## src/design/trd_pkg.sv

```systemverilog
// Types, phase codes and geometry helpers for the planar tile RLE decoder.
// Used by every module in the design folder; depends on nothing.
package trd_pkg;

  localparam int unsigned MaxTilePixels = 4096;
  localparam int unsigned PixW          = 13;
  localparam int unsigned PosW          = 12;
  localparam int unsigned RemW          = 16;

  // Configuration register indexes (byte address = 4 * index)
  localparam logic REG_CHANNELS    = 1'b0;
  localparam logic REG_TILE_PIXELS = 1'b1;

  localparam logic [7:0] HDR_SPLIT = 8'd128;
  localparam logic [7:0] HDR_LONG_REPEAT = 8'd127;

  typedef enum logic [2:0] {
    PH_HEADER  = 3'd0,
    PH_CNT_HI  = 3'd1,
    PH_CNT_LO  = 3'd2,
    PH_REPEAT  = 3'd3,
    PH_LITERAL = 3'd4,
    PH_DRAIN   = 3'd5,
    PH_DONE    = 3'd6
  } trd_phase_t;

  typedef struct packed {
    logic [7:0] code_byte;
    logic       tile_start;
  } trd_in_t;

  typedef struct packed {
    logic [7:0]      run_value;
    logic [1:0]      run_channel;
    logic [PosW-1:0] first_pixel;
    logic [PixW-1:0] run_length;
    logic            overrun;
    logic            tile_done;
  } trd_out_t;

  // Effective geometry after clamping the raw register values
  typedef struct packed {
    logic [2:0]      chan_cnt;
    logic [PixW-1:0] plane_pixels;
  } trd_geom_t;

  function automatic logic [2:0] eff_channels(input logic [2:0] raw);
    logic [2:0] res;
    res = raw;
    if (raw == 3'd0) res = 3'd1;
    else if (raw > 3'd4) res = 3'd4;
    return res;
  endfunction

  function automatic logic [PixW-1:0] eff_pixels(input logic [PixW-1:0] raw);
    logic [PixW-1:0] res;
    res = raw;
    if (raw == '0) res = PixW'(1);
    else if (raw > PixW'(MaxTilePixels)) res = PixW'(MaxTilePixels);
    return res;
  endfunction

endpackage

```

## src/design/trd_cfg_regs.sv

```systemverilog
// APB register file: channel count and tile pixel count, plus clamped geometry.
// Depends on trd_pkg.
module trd_cfg_regs import trd_pkg::*; (
  input  logic            clk,
  input  logic            rst_n,
  input  logic            psel,
  input  logic            penable,
  input  logic            pwrite,
  input  logic [2:0]      paddr,
  input  logic [31:0]     pwdata,
  output logic [31:0]     prdata,
  output logic            pready,
  output trd_geom_t       geom
);

  logic [2:0]      channels_r;
  logic [PixW-1:0] tile_pixels_r;
  logic            wr_en;
  logic            reg_idx;

  assign pready  = 1'b1;
  assign wr_en   = psel & penable & pwrite;
  assign reg_idx = paddr[2];

  always_ff @(posedge clk) begin
    if (!rst_n) begin
      channels_r    <= 3'd4;
      tile_pixels_r <= PixW'(MaxTilePixels);
    end else if (wr_en) begin
      case (reg_idx)
        REG_CHANNELS:    channels_r    <= pwdata[2:0];
        REG_TILE_PIXELS: tile_pixels_r <= pwdata[PixW-1:0];
        default: ;
      endcase
    end
  end

  always_comb begin
    case (reg_idx)
      REG_CHANNELS:    prdata = {29'd0, channels_r};
      REG_TILE_PIXELS: prdata = {{(32-PixW){1'b0}}, tile_pixels_r};
      default:         prdata = '0;
    endcase
  end

  assign geom.chan_cnt     = eff_channels(channels_r);
  assign geom.plane_pixels = eff_pixels(tile_pixels_r);

endmodule

```

## src/design/trd_decode_core.sv

```systemverilog
// Decode state (phase, run count, pixel and channel position) and the
// per-byte next-state and run descriptor logic. Depends on trd_pkg.
module trd_decode_core import trd_pkg::*; (
  input  logic      clk,
  input  logic      rst_n,
  input  trd_geom_t geom,
  input  logic      item_go,
  input  trd_in_t   item,
  output logic      res_valid,
  output trd_out_t  res
);

  trd_phase_t      phase_r, phase_nxt;
  logic            lit_r, lit_nxt;
  logic [7:0]      cnt_hi_r, cnt_hi_nxt;
  logic [RemW-1:0] rem_r, rem_nxt;
  logic [PixW-1:0] pos_r, pos_nxt;
  logic [1:0]      chan_r, chan_nxt;

  trd_phase_t      ph_in;
  logic [RemW-1:0] rem_in;
  logic [PixW-1:0] pos_raw, pos_c;
  logic [2:0]      chan_raw, chan_c;
  logic [PixW-1:0] left;
  logic            rep_ov;
  logic [PixW-1:0] adv_n;
  logic [PixW-1:0] adv_sum;
  logic            adv_wrap;
  logic            adv_tile;
  logic [RemW-1:0] rem_dec;
  logic [7:0]      b;

  always_ff @(posedge clk) begin
    if (!rst_n) begin
      phase_r  <= PH_HEADER;
      lit_r    <= 1'b0;
      cnt_hi_r <= '0;
      rem_r    <= '0;
      pos_r    <= '0;
      chan_r   <= '0;
    end else if (item_go) begin
      phase_r  <= phase_nxt;
      lit_r    <= lit_nxt;
      cnt_hi_r <= cnt_hi_nxt;
      rem_r    <= rem_nxt;
      pos_r    <= pos_nxt;
      chan_r   <= chan_nxt;
    end
  end

  // Tile start restarts the position; then clamp against the current geometry
  always_comb begin
    b        = item.code_byte;
    ph_in    = item.tile_start ? PH_HEADER : phase_r;
    rem_in   = item.tile_start ? '0 : rem_r;
    pos_raw  = item.tile_start ? '0 : pos_r;
    chan_raw = item.tile_start ? 3'd0 : {1'b0, chan_r};
    pos_c    = (pos_raw >= geom.plane_pixels) ? geom.plane_pixels - PixW'(1) : pos_raw;
    chan_c   = (chan_raw >= geom.chan_cnt) ? geom.chan_cnt - 3'd1 : chan_raw;
    left     = geom.plane_pixels - pos_c;
    rep_ov   = rem_in > RemW'(left);
    rem_dec  = rem_in - RemW'(1);
  end

  // Shared position advance: by the clipped repeat length or by one literal
  always_comb begin
    adv_n    = (ph_in == PH_REPEAT) ? (rep_ov ? left : rem_in[PixW-1:0]) : PixW'(1);
    adv_sum  = pos_c + adv_n;
    adv_wrap = adv_sum >= geom.plane_pixels;
    adv_tile = adv_wrap && ((chan_c + 3'd1) >= geom.chan_cnt);
  end

  always_comb begin
    phase_nxt  = ph_in;
    lit_nxt    = lit_r;
    cnt_hi_nxt = cnt_hi_r;
    rem_nxt    = rem_in;
    pos_nxt    = pos_c;
    chan_nxt   = chan_c[1:0];
    res_valid  = 1'b0;
    res.run_value   = b;
    res.run_channel = chan_c[1:0];
    res.first_pixel = pos_c[PosW-1:0];
    res.run_length  = adv_n;
    res.overrun     = 1'b0;
    res.tile_done   = adv_tile;

    case (ph_in)
      PH_CNT_HI: begin
        cnt_hi_nxt = b;
        phase_nxt  = PH_CNT_LO;
      end
      PH_CNT_LO: begin
        rem_nxt = {cnt_hi_r, b};
        if (lit_r) phase_nxt = ({cnt_hi_r, b} == '0) ? PH_HEADER : PH_LITERAL;
        else       phase_nxt = PH_REPEAT;
      end
      PH_REPEAT: begin
        phase_nxt = PH_HEADER;
        if (rem_in != '0) begin
          res_valid   = 1'b1;
          res.overrun = rep_ov;
          rem_nxt     = '0;
          if (adv_wrap) begin
            pos_nxt  = '0;
            chan_nxt = adv_tile ? 2'd0 : chan_c[1:0] + 2'd1;
          end else begin
            pos_nxt = adv_sum;
          end
          if (adv_tile) phase_nxt = PH_DONE;
        end
      end
      PH_LITERAL: begin
        res_valid   = 1'b1;
        rem_nxt     = rem_dec;
        res.overrun = adv_wrap && (rem_dec != '0);
        if (adv_wrap) begin
          pos_nxt  = '0;
          chan_nxt = adv_tile ? 2'd0 : chan_c[1:0] + 2'd1;
        end else begin
          pos_nxt = adv_sum;
        end
        if (adv_tile)             phase_nxt = PH_DONE;
        else if (rem_dec == '0)   phase_nxt = PH_HEADER;
        else if (adv_wrap)        phase_nxt = PH_DRAIN;
        else                      phase_nxt = PH_LITERAL;
      end
      PH_DRAIN: begin
        rem_nxt = rem_dec;
        if (rem_dec == '0) phase_nxt = PH_HEADER;
      end
      PH_DONE: ;
      default: begin
        // header byte, also taken for the unused phase code
        lit_nxt = b[7];
        if (b[7]) begin
          if (b == HDR_SPLIT) begin
            phase_nxt = PH_CNT_HI;
          end else begin
            rem_nxt   = RemW'(9'd256 - {1'b0, b});
            phase_nxt = PH_LITERAL;
          end
        end else begin
          if (b == HDR_LONG_REPEAT) begin
            phase_nxt = PH_CNT_HI;
          end else begin
            rem_nxt   = RemW'(b) + RemW'(1);
            phase_nxt = PH_REPEAT;
          end
        end
      end
    endcase
  end

endmodule

```

## src/design/planar_tile_rle_decoder_unit.sv

```systemverilog
// Planar tile RLE decoder: one coded byte per input beat, at most one run
// descriptor per result beat. Unless stalled, a byte is taken every cycle:
// it lands in the input register, the decode logic updates phase, count and
// position from it in one pass, and any descriptor goes to the output
// register; the input stalls behind a stalled result. Literal bytes each
// give a run of length one unless drained; header and count bytes give
// nothing. Channel count and tile size must be written through the APB port
// (offset 0 and 4) only between tiles, with the block drained; the block
// does not enforce this. Depends on trd_pkg, trd_cfg_regs, trd_decode_core.
module planar_tile_rle_decoder_unit import trd_pkg::*; (
  input  logic        clk,
  input  logic        rst_n,
  input  logic        in_valid,
  output logic        in_stall,
  input  trd_in_t     in_data,
  output logic        out_valid,
  input  logic        out_stall,
  output trd_out_t    out_data,
  input  logic        psel,
  input  logic        penable,
  input  logic        pwrite,
  input  logic [2:0]  paddr,
  input  logic [31:0] pwdata,
  output logic [31:0] prdata,
  output logic        pready
);

  trd_geom_t geom;
  logic      in_valid_r, in_valid_nxt;
  trd_in_t   in_data_r;
  logic      out_valid_r, out_valid_nxt;
  trd_out_t  out_data_r;
  logic      go;
  logic      take;
  logic      res_valid;
  trd_out_t  res;

  trd_cfg_regs u_cfg (
    .clk     (clk),
    .rst_n   (rst_n),
    .psel    (psel),
    .penable (penable),
    .pwrite  (pwrite),
    .paddr   (paddr),
    .pwdata  (pwdata),
    .prdata  (prdata),
    .pready  (pready),
    .geom    (geom)
  );

  trd_decode_core u_core (
    .clk       (clk),
    .rst_n     (rst_n),
    .geom      (geom),
    .item_go   (go),
    .item      (in_data_r),
    .res_valid (res_valid),
    .res       (res)
  );

  // Advance the held byte once the output register is free or draining
  assign go       = in_valid_r & (~out_valid_r | ~out_stall);
  assign in_stall = in_valid_r & ~go;
  assign take     = in_valid & ~in_stall;

  always_comb begin
    in_valid_nxt = take | (in_valid_r & ~go);
    if (go)              out_valid_nxt = res_valid;
    else if (!out_stall) out_valid_nxt = 1'b0;
    else                 out_valid_nxt = out_valid_r;
  end

  always_ff @(posedge clk) begin
    if (!rst_n) begin
      in_valid_r  <= 1'b0;
      out_valid_r <= 1'b0;
    end else begin
      in_valid_r  <= in_valid_nxt;
      out_valid_r <= out_valid_nxt;
    end
  end

  always_ff @(posedge clk) begin
    if (take) in_data_r <= in_data;
    if (go && res_valid) out_data_r <= res;
  end

  assign out_valid = out_valid_r;
  assign out_data  = out_data_r;

endmodule
```

## config.mk

```make
export PLATFORM = sky130hd
export DESIGN_NAME = planar_tile_rle_decoder_unit
export DESIGN_NICKNAME = d
export VERILOG_FILES = /design/src/design/trd_pkg.sv /design/src/design/trd_cfg_regs.sv /design/src/design/trd_decode_core.sv /design/src/design/planar_tile_rle_decoder_unit.sv
export SDC_FILE = /design/constraint.sdc
export NUM_CORES = 1
export LEC_CHECK = 0
export BUFFER_PORTS_ARGS = -buffer_cell sky130_fd_sc_hd__buf_2
export CORE_ASPECT_RATIO = 1.5
export CORE_MARGIN = 2
export CORE_UTILIZATION = 31
export DETAILED_ROUTE_END_ITERATION = 10
export SYNTH_ARGS = -nofsm -noshare
export SYNTH_HDL_FRONTEND = slang
export SYNTH_SLANG_ARGS = --single-unit
export TNS_END_PERCENT = 30
```

## constraint.sdc

```tcl
create_clock -name clk -period 18.2 [get_ports clk]
set_input_delay 0.91 -clock clk [delete_from_list [all_inputs] [get_ports clk]]
set_output_delay 0.91 -clock clk [all_outputs]
set_load 0.03 [all_outputs]
```

==> results of run 1 <==
[layout make-up]
cell class	count	area [sq um]	area share, %
Clock buffer	9	225	2.42
Clock inverter	7	108	1.16
Inverter	52	195	2.10
Multi-Input combinational cell	804	5280	56.8
Sequential cell	107	2600	28.0
Tap cell	337	422	4.53
Timing Repair Buffer	89	465	5.00
[metrics by stage]
step / power (mW) / cell area, sq um / cells
2_1_floorplan: 0.416 / 8420 / 1034
3_3_place_gp: 0.458 / 8970 / 1389
3_5_place_dp: 0.460 / 8970 / 1389
4_1_cts: 0.681 / 9300 / 1405
5_1_grt: 0.714 / 9300 / 1405
6_report: 0.676 / 9300 / 1405
[metal layers]
layer  share of wire, %  vias up  routed length, um  global-route usage [%]
met5                  0        -                  0                       0
met4                5.0        0               1190                    9.15
met3                3.0       57                724                    2.31
met2                 53      193              12800                    32.1
met1                 39     3541               9350                    18.1
li1                   -     3706                  -                       -
[Yosys cell counts, drive strengths merged (8+ instances only)]
master / number / area share [%]
inv: 51 / 2.3
nand3: 13 / 0.78
a31oi: 8 / 0.67
nor2: 97 / 4.4
dfxtp: 61 / 15
a221oi: 9 / 0.94
clkbuf: 44 / 2.0
nand2: 105 / 4.7
o211a: 8 / 0.96
nand4: 9 / 0.67
o21a: 17 / 1.5
and2: 17 / 1.3
buf: 27 / 2.2
a21oi: 81 / 5.0
nor2b: 44 / 3.3
mux2i: 15 / 1.9
a21o: 10 / 0.90
ha: 76 / 11
edfxtp: 46 / 17
a21boi: 18 / 1.6
or4: 8 / 0.81
o21ai: 69 / 4.1
xor2: 11 / 1.2
xnor2: 34 / 3.6
a211oi: 8 / 0.78
nor4: 8 / 0.78
nand2b: 13 / 0.97
nor3: 23 / 1.6
[cell families (layout without fill, tap and decap cells)]
logic type,count (synthesis),after routing,share of synthesized area [%]
adder cells (fa/ha/maj),78,78,11.9
flip-flops,107,107,31.2
XOR/XNOR,45,45,4.72
AND/OR/NAND/NOR,359,359,21.2
buffers and inverters,123,157,6.50
AO/OA/AOI/OAI,286,286,22.4
other,2,20,0.0899
multiplexers,16,16,2.08
[final timing paths]
| path | startpoint | endpoint | slack (ps) | cells past startpoint |
|---|---|---|---|---|
| worst max register to register | u_cfg.tile_pixels_r[6]$_SDFFE_PN0P_ | u_core.pos_r[12]$_SDFFE_PN0P_ | 5710 | 49 |
| worst min register to register | u_core.chan_r[1]$_SDFFE_PN0P_ | u_core.chan_r[1]$_SDFFE_PN0P_ | 500 | 1 |
| worst max-delay path | u_cfg.tile_pixels_r[6]$_SDFFE_PN0P_ | u_core.pos_r[12]$_SDFFE_PN0P_ | 5710 | 49 |
| worst min-delay path | u_core.chan_r[1]$_SDFFE_PN0P_ | u_core.chan_r[1]$_SDFFE_PN0P_ | 500 | 1 |
[registers in the layout, indices dropped and copies added (netlist names)]
register,flops
u_core.phase_r,3
u_cfg.tile_pixels_r,13
u_core.cnt_hi_r,8
u_core.rem_r,16
out_data,37
u_core.lit_r,1
out_valid,1
u_cfg.channels_r,3
u_core.pos_r,13
in_data_r,9
in_valid_r,1
u_core.chan_r,2
[where the power goes]
part | leakage (nW) | internal [mW] | switching, mW
registers | 0.887 | 0.258 | 0.0109
clock network | 0.160 | 0.112 | 0.107
logic | 2.82 | 0.0719 | 0.116
total | 3.87 | 0.442 | 0.234
==> summary.md, run 1 <==
| Metric | Value |
|---|---|
| Status | `complete, no violations` |
| Hold Path Class | `flip-flop to flip-flop` |
| Min Tclk post-route | `12,490 ps` |
| VDD IR max | `0.0000487 V` |
| Antenna-violating nets left | `0` |
| IO buf count | `81` |
| Largest delay share family, worst path | `compound AO/OA/AOI/OAI gates` |
| Residual DRC | `0` |
| Initial antenna violation count | `0` |
| Vias in the first global route | `7,119` |
| Crit-path max cell delay | `870 ps` |
| CTS sink count | `107` |
| Drt first pass iters | `5` |
| Async S/R FF share, synth | `0%` |
| Setup Skew | `approximately 13 ps` |
| Most frequent cells in the layout | `nand2_1 (105), nor2_1 (96), buf_2 (81)` |
| Largest net degree at the start of global routing | `58` |
| Row cnt | `73` |
| Final worst slack | `5710 ps` |
| Worst slew margin | `21.4%` |
| Clock Tree Buf Depth | `2` |
| Synth unique cells | `76` |
| Post-Route Setup TNS | `0 ps` |
| Die area | `28,300 sq um` |
| Worst-Margin Slew | `1180 ps` |
| F_max | `~80 MHz` |
| Gr usage total | `16.9%` |
| H-tree depth | `3` |
| Drt via density | `5.34` |
| P&R area growth vs syn | `11.3%` |
| CP most frequent cell | `nor2_1` |
| Estimated wirelength of the detail-placed design | `18,500 um` |
| Cell with the largest stage delay on the worst path | `nor2_1` |
| Dpl ws | `5840 ps` |
| Antenna cells | `0` |
| Die H | `approximately 210 um` |
| Clock Root Buffer | `clkbuf_16` |
| Cts bufs inserted | `9` |
| CTS clk-pin slew, worst paths | `approximately 80 ps` |
| Die Width | `138 um` |
| PD cells | `72.7 nW/um^2` |
| Fillcell total | `2,797` |
| Commonest non-fill, non-tap cell in the layout | `nand2_1` |
| Core box area | `26,500 sq um` |
| Post-layout util | `about a third` |
| Hold WS | `498 ps` |
| Setup crit end kind | `flip-flop` |
| Worst-path fanout max | `21` |
| Flops & latches, synth | `107` |
| Seq/Total Area, Yosys | `31.2%` |
| Leakage | `~3.9 nW` |
| Required @ worst endpoint | `18,520 ps` |
| CP arrival | `around 13,000 ps` |
| Wire length per cell | `17.1 um` |
| Worst Path Buf+Inv | `3` |
| Synthesized area | `8350 sq um` |
| Placer congestion estimate | `about 0.9` |
| Post-CTS Setup Bufs | `0` |
| Final setup viols | `0` |
| NumNets Final | `roughly 1,200` |
| Main synth FF type | `dfxtp_1` |
| GRT Residual Overflow | `0` |
| First-pass GRT wire length | `around 38,000 um` |
| Synth warn | `0` |
| Initial DRC count | `roughly 530` |
| Cts repair resizes | `0` |
| Avg Cell Area, Syn | `8.22 sq um` |
| Setup CP Type | `flip-flop to flip-flop` |
| Critical Path Source Type | `flip-flop` |
| Worst-Skew Late Latency | `roughly 370 ps` |
| Initial Util | `31.5%` |
| Via count | `7,497` |
| Max-Cap Viols | `0` |
| Fin crit share | `roughly two thirds` |
| Cells after Synth | `around 1,000` |
| RSZ-0062 raised after global routing | `false` |
| Number of synthesized flops with an enable pin | `46` |
| DRT Wirelength | `24,000 um` |
| Post-cts hold buffer count | `0` |
| Fin. Hold Viols | `0` |
| Pins Over Slew Limit | `0` |
| Top Ports | `123` |
| CTS tree | `done` |
| Fraction of layout cells with a size suffix above 1 | `12.0%` |
Power figures use the tool's default switching activity.
==> run 2, diff against run 1 <==
clock period = 11.6 ns   (was 18.2 ns; I/O delays follow)
==> run 2 against run 1 <==
  * Count of clock-buffer cells in the layout grew 1
  * Sequential share of layout area is essentially flat
  * Global-route usage grew 0.098 points
  * Critical path depth is the same
  * Power grew 54%
  * Clock skew grew 3.0 ps
  * Maximum frequency grew 16%
==> summary.md, run 2 (same netlist as run 1, synthesis figures left out) <==
| Metric | Value |
|---|---|
| Fin crit share | `93.1% (+24 points)` |
| Leakage | `3.87 nW (+0.14%)` |
| Hold WS | `374 ps (-124 ps)` |
| Residual DRC | `0 (unchanged)` |
| Core box area | `26,500 sq um (unchanged)` |
| Post-cts hold buffer count | `0 (unchanged)` |
| Setup CP Type | `flip-flop to flip-flop` |
| CP arrival | `11,110 ps (-1700 ps)` |
| Row cnt | `73 (unchanged)` |
| Placed cell areas | `9000 sq um (+0.33%)` |
| Antenna cells | `0 (unchanged)` |
| Vias in the first global route | `7,239 (+1.7%)` |
| Setup Skew | `15.8 ps (+2.96 ps)` |
| Clock Tree Buf Depth | `2 (unchanged)` |
| Cts bufs inserted | `9 (unchanged)` |
| CTS sink count | `107 (unchanged)` |
| NumNets Final | `1,196 (+0.34%)` |
| Commonest non-fill, non-tap cell in the layout | `nand2_1` |
| Largest net degree at the start of global routing | `58 (unchanged)` |
| Drt via density | `5.28 (-1.1%)` |
| Largest register FFs | `37 (unchanged)` |
| Die area | `28,300 sq um (unchanged)` |
| VDD IR max | `0.0000695 V (+43%)` |
| Worst slew margin | `16.9% (-4.5 points)` |
| Post-layout util | `35.1% (about the same)` |
| GRT Residual Overflow | `0 (unchanged)` |
| H-tree depth | `3 (unchanged)` |
| CTS tree | `done` |
| P_int | `0.672 mW (+52%)` |
| Worst-Margin Slew | `1240 ps (+67.4 ps)` |
| Required @ worst endpoint | `11,920 ps (-6600 ps)` |
| Clock power share | `30.7% (-1.7 points)` |
| Antenna-violating nets left | `0 (unchanged)` |
| Initial DRC count | `510 (-4.1%)` |
| Wire length per cell | `17.1 um (+0.17%)` |
| Final setup viols | `0 (unchanged)` |
| CTS clk-pin slew, worst paths | `90 ps (about the same)` |
| Post-CTS Setup Bufs | `0 (unchanged)` |
| Die H | `205 um (unchanged)` |
| Final worst slack | `800 ps (-4910 ps)` |
| Cell count after placement | `1,393 (+0.29%)` |
| Worst-path fanout max | `21 (unchanged)` |
| Top Ports | `123 (unchanged)` |
| CP most frequent cell | `nor2_1` |
| Fin. Hold Viols | `0 (unchanged)` |
| Crit-path max cell delay | `550 ps (-320 ps)` |
| Initial Util | `31.5% (unchanged)` |
| Via count | `7,438 (-0.79%)` |
| Worst-Skew Late Latency | `380 ps (about the same)` |
| Drt first pass iters | `6 (+1)` |
| Hold Path Class | `input pin to flip-flop` |
| Initial antenna violation count | `0 (unchanged)` |
| Setup crit end kind | `flip-flop` |
| Sw frac | `35.2% (+0.68 points)` |
| PD cells | `112 nW/um^2 (+54%)` |
| Status | `complete, no violations` |
| Sw Pwr | `0.366 mW (+57%)` |
| DRT Wirelength | `24,100 um (+0.45%)` |
| Most frequent cells in the layout | `nand2_1 (105), nor2_1 (96), buf_2 (81)` |
| P&R area growth vs syn | `11.3% (about the same)` |
| Clock Root Buffer | `clkbuf_16` |
| Finished Cell Area | `9300 sq um (about the same)` |
| IO buf count | `81 (unchanged)` |
| Post-Route Setup TNS | `0 ps (unchanged)` |
| Cell with the largest stage delay on the worst path | `or4_4` |
| Pins Over Slew Limit | `0 (unchanged)` |
| F_max | `92.6 MHz (+16%)` |
| Gr usage total | `17.0% (+0.098 points)` |
| Post-route insts no fill | `1,409 (+0.28%)` |
| Max-Cap Viols | `0 (unchanged)` |
| RSZ-0062 raised after global routing | `false` |
| First-pass GRT wire length | `38,400 um (+0.96%)` |
| Estimated wirelength of the detail-placed design | `18,700 um (+1.0%)` |
| Placer congestion estimate | `0.923 (+2.1%)` |
| Critical Path Source Type | `flip-flop` |
| Overall power | `1.04 mW (+54%)` |
| Gate power share | `28.4% (+0.6 points)` |
| Die Width | `138 um (unchanged)` |
| Fraction of layout cells with a size suffix above 1 | `12.3% (+0.33 points)` |
| Min Tclk post-route | `10,800 ps (-1690 ps)` |
| Dpl ws | `896 ps (-4950 ps)` |
| Reg power frac | `40.9% (+1.1 points)` |
run 2: changes by cell type in the layout (fill, tap and decap cells not counted), sizes merged:
cell	before	now
clkinv	5	4
bufinv	1	0
buf	89	93
inv	53	54
clkbuf	9	10
run 2: final timing paths:
check	from	endpoint	slack, ps	cells past startpoint
setup / recovery	u_cfg.tile_pixels_r[7]$_SDFFE_PN0P_	u_core.pos_r[12]$_SDFFE_PN0P_	800	49
hold / removal	in_data[4]	in_data_r[4]$_DFFE_PP_	370	1
setup reg to reg	u_cfg.tile_pixels_r[7]$_SDFFE_PN0P_	u_core.pos_r[12]$_SDFFE_PN0P_	800	49
hold reg to reg	u_core.pos_r[2]$_SDFFE_PN0P_	u_core.pos_r[2]$_SDFFE_PN0P_	500	1
run 2: final cells by class:
type | count | area (sq um)
sequential | 107 | 2600
inverter | 52 | 195
clock buffer | 10 | 229
clock inverter | 6 | 67.6
multi-input combinational | 804 | 5290
tap | 337 | 422
timing repair buffer | 93 | 495
fill | 2847 | 17200
run 2: metal layers:
metal  vias to the layer above  part of all wire (%)  GRT usage, %
li1                       3695                     -             -
met1                      3490                    39          18.2
met2                       202                    53          32.9
met3                        51                   3.8          2.62
met4                         0                   3.8          7.47
met5                         -                     0             0
run 2: repair_timing:
item,4_1_cts,5_1_grt
resized for setup,0,1
setup endpoints to repair,0,2
hold endpoints to repair,0,0
run 2: power groups by stage:
| stage | Sequential (mW) | Combinational (mW) | Clock, mW |
|---|---|---|---|
| after floorplan | 0.424 | 0.228 | 0 |
| final | 0.424 | 0.295 | 0.319 |
| after CTS | 0.424 | 0.293 | 0.325 |
| after global routing | 0.427 | 0.329 | 0.342 |
| after global placement | 0.432 | 0.287 | 0 |
| after detailed placement | 0.432 | 0.291 | 0 |
run 2: critical path, delay by kind of cell (launching register included):
kind | cells | cell delay (ps)
AO/OA/AOI/OAI | 18 | 3690
XOR/XNOR | 3 | 790
adder cells (fa/ha/maj) | 5 | 1510
buffers and inverters | 5 | 1250
flip-flops | 1 | 390
AND/OR/NAND/NOR | 18 | 3080
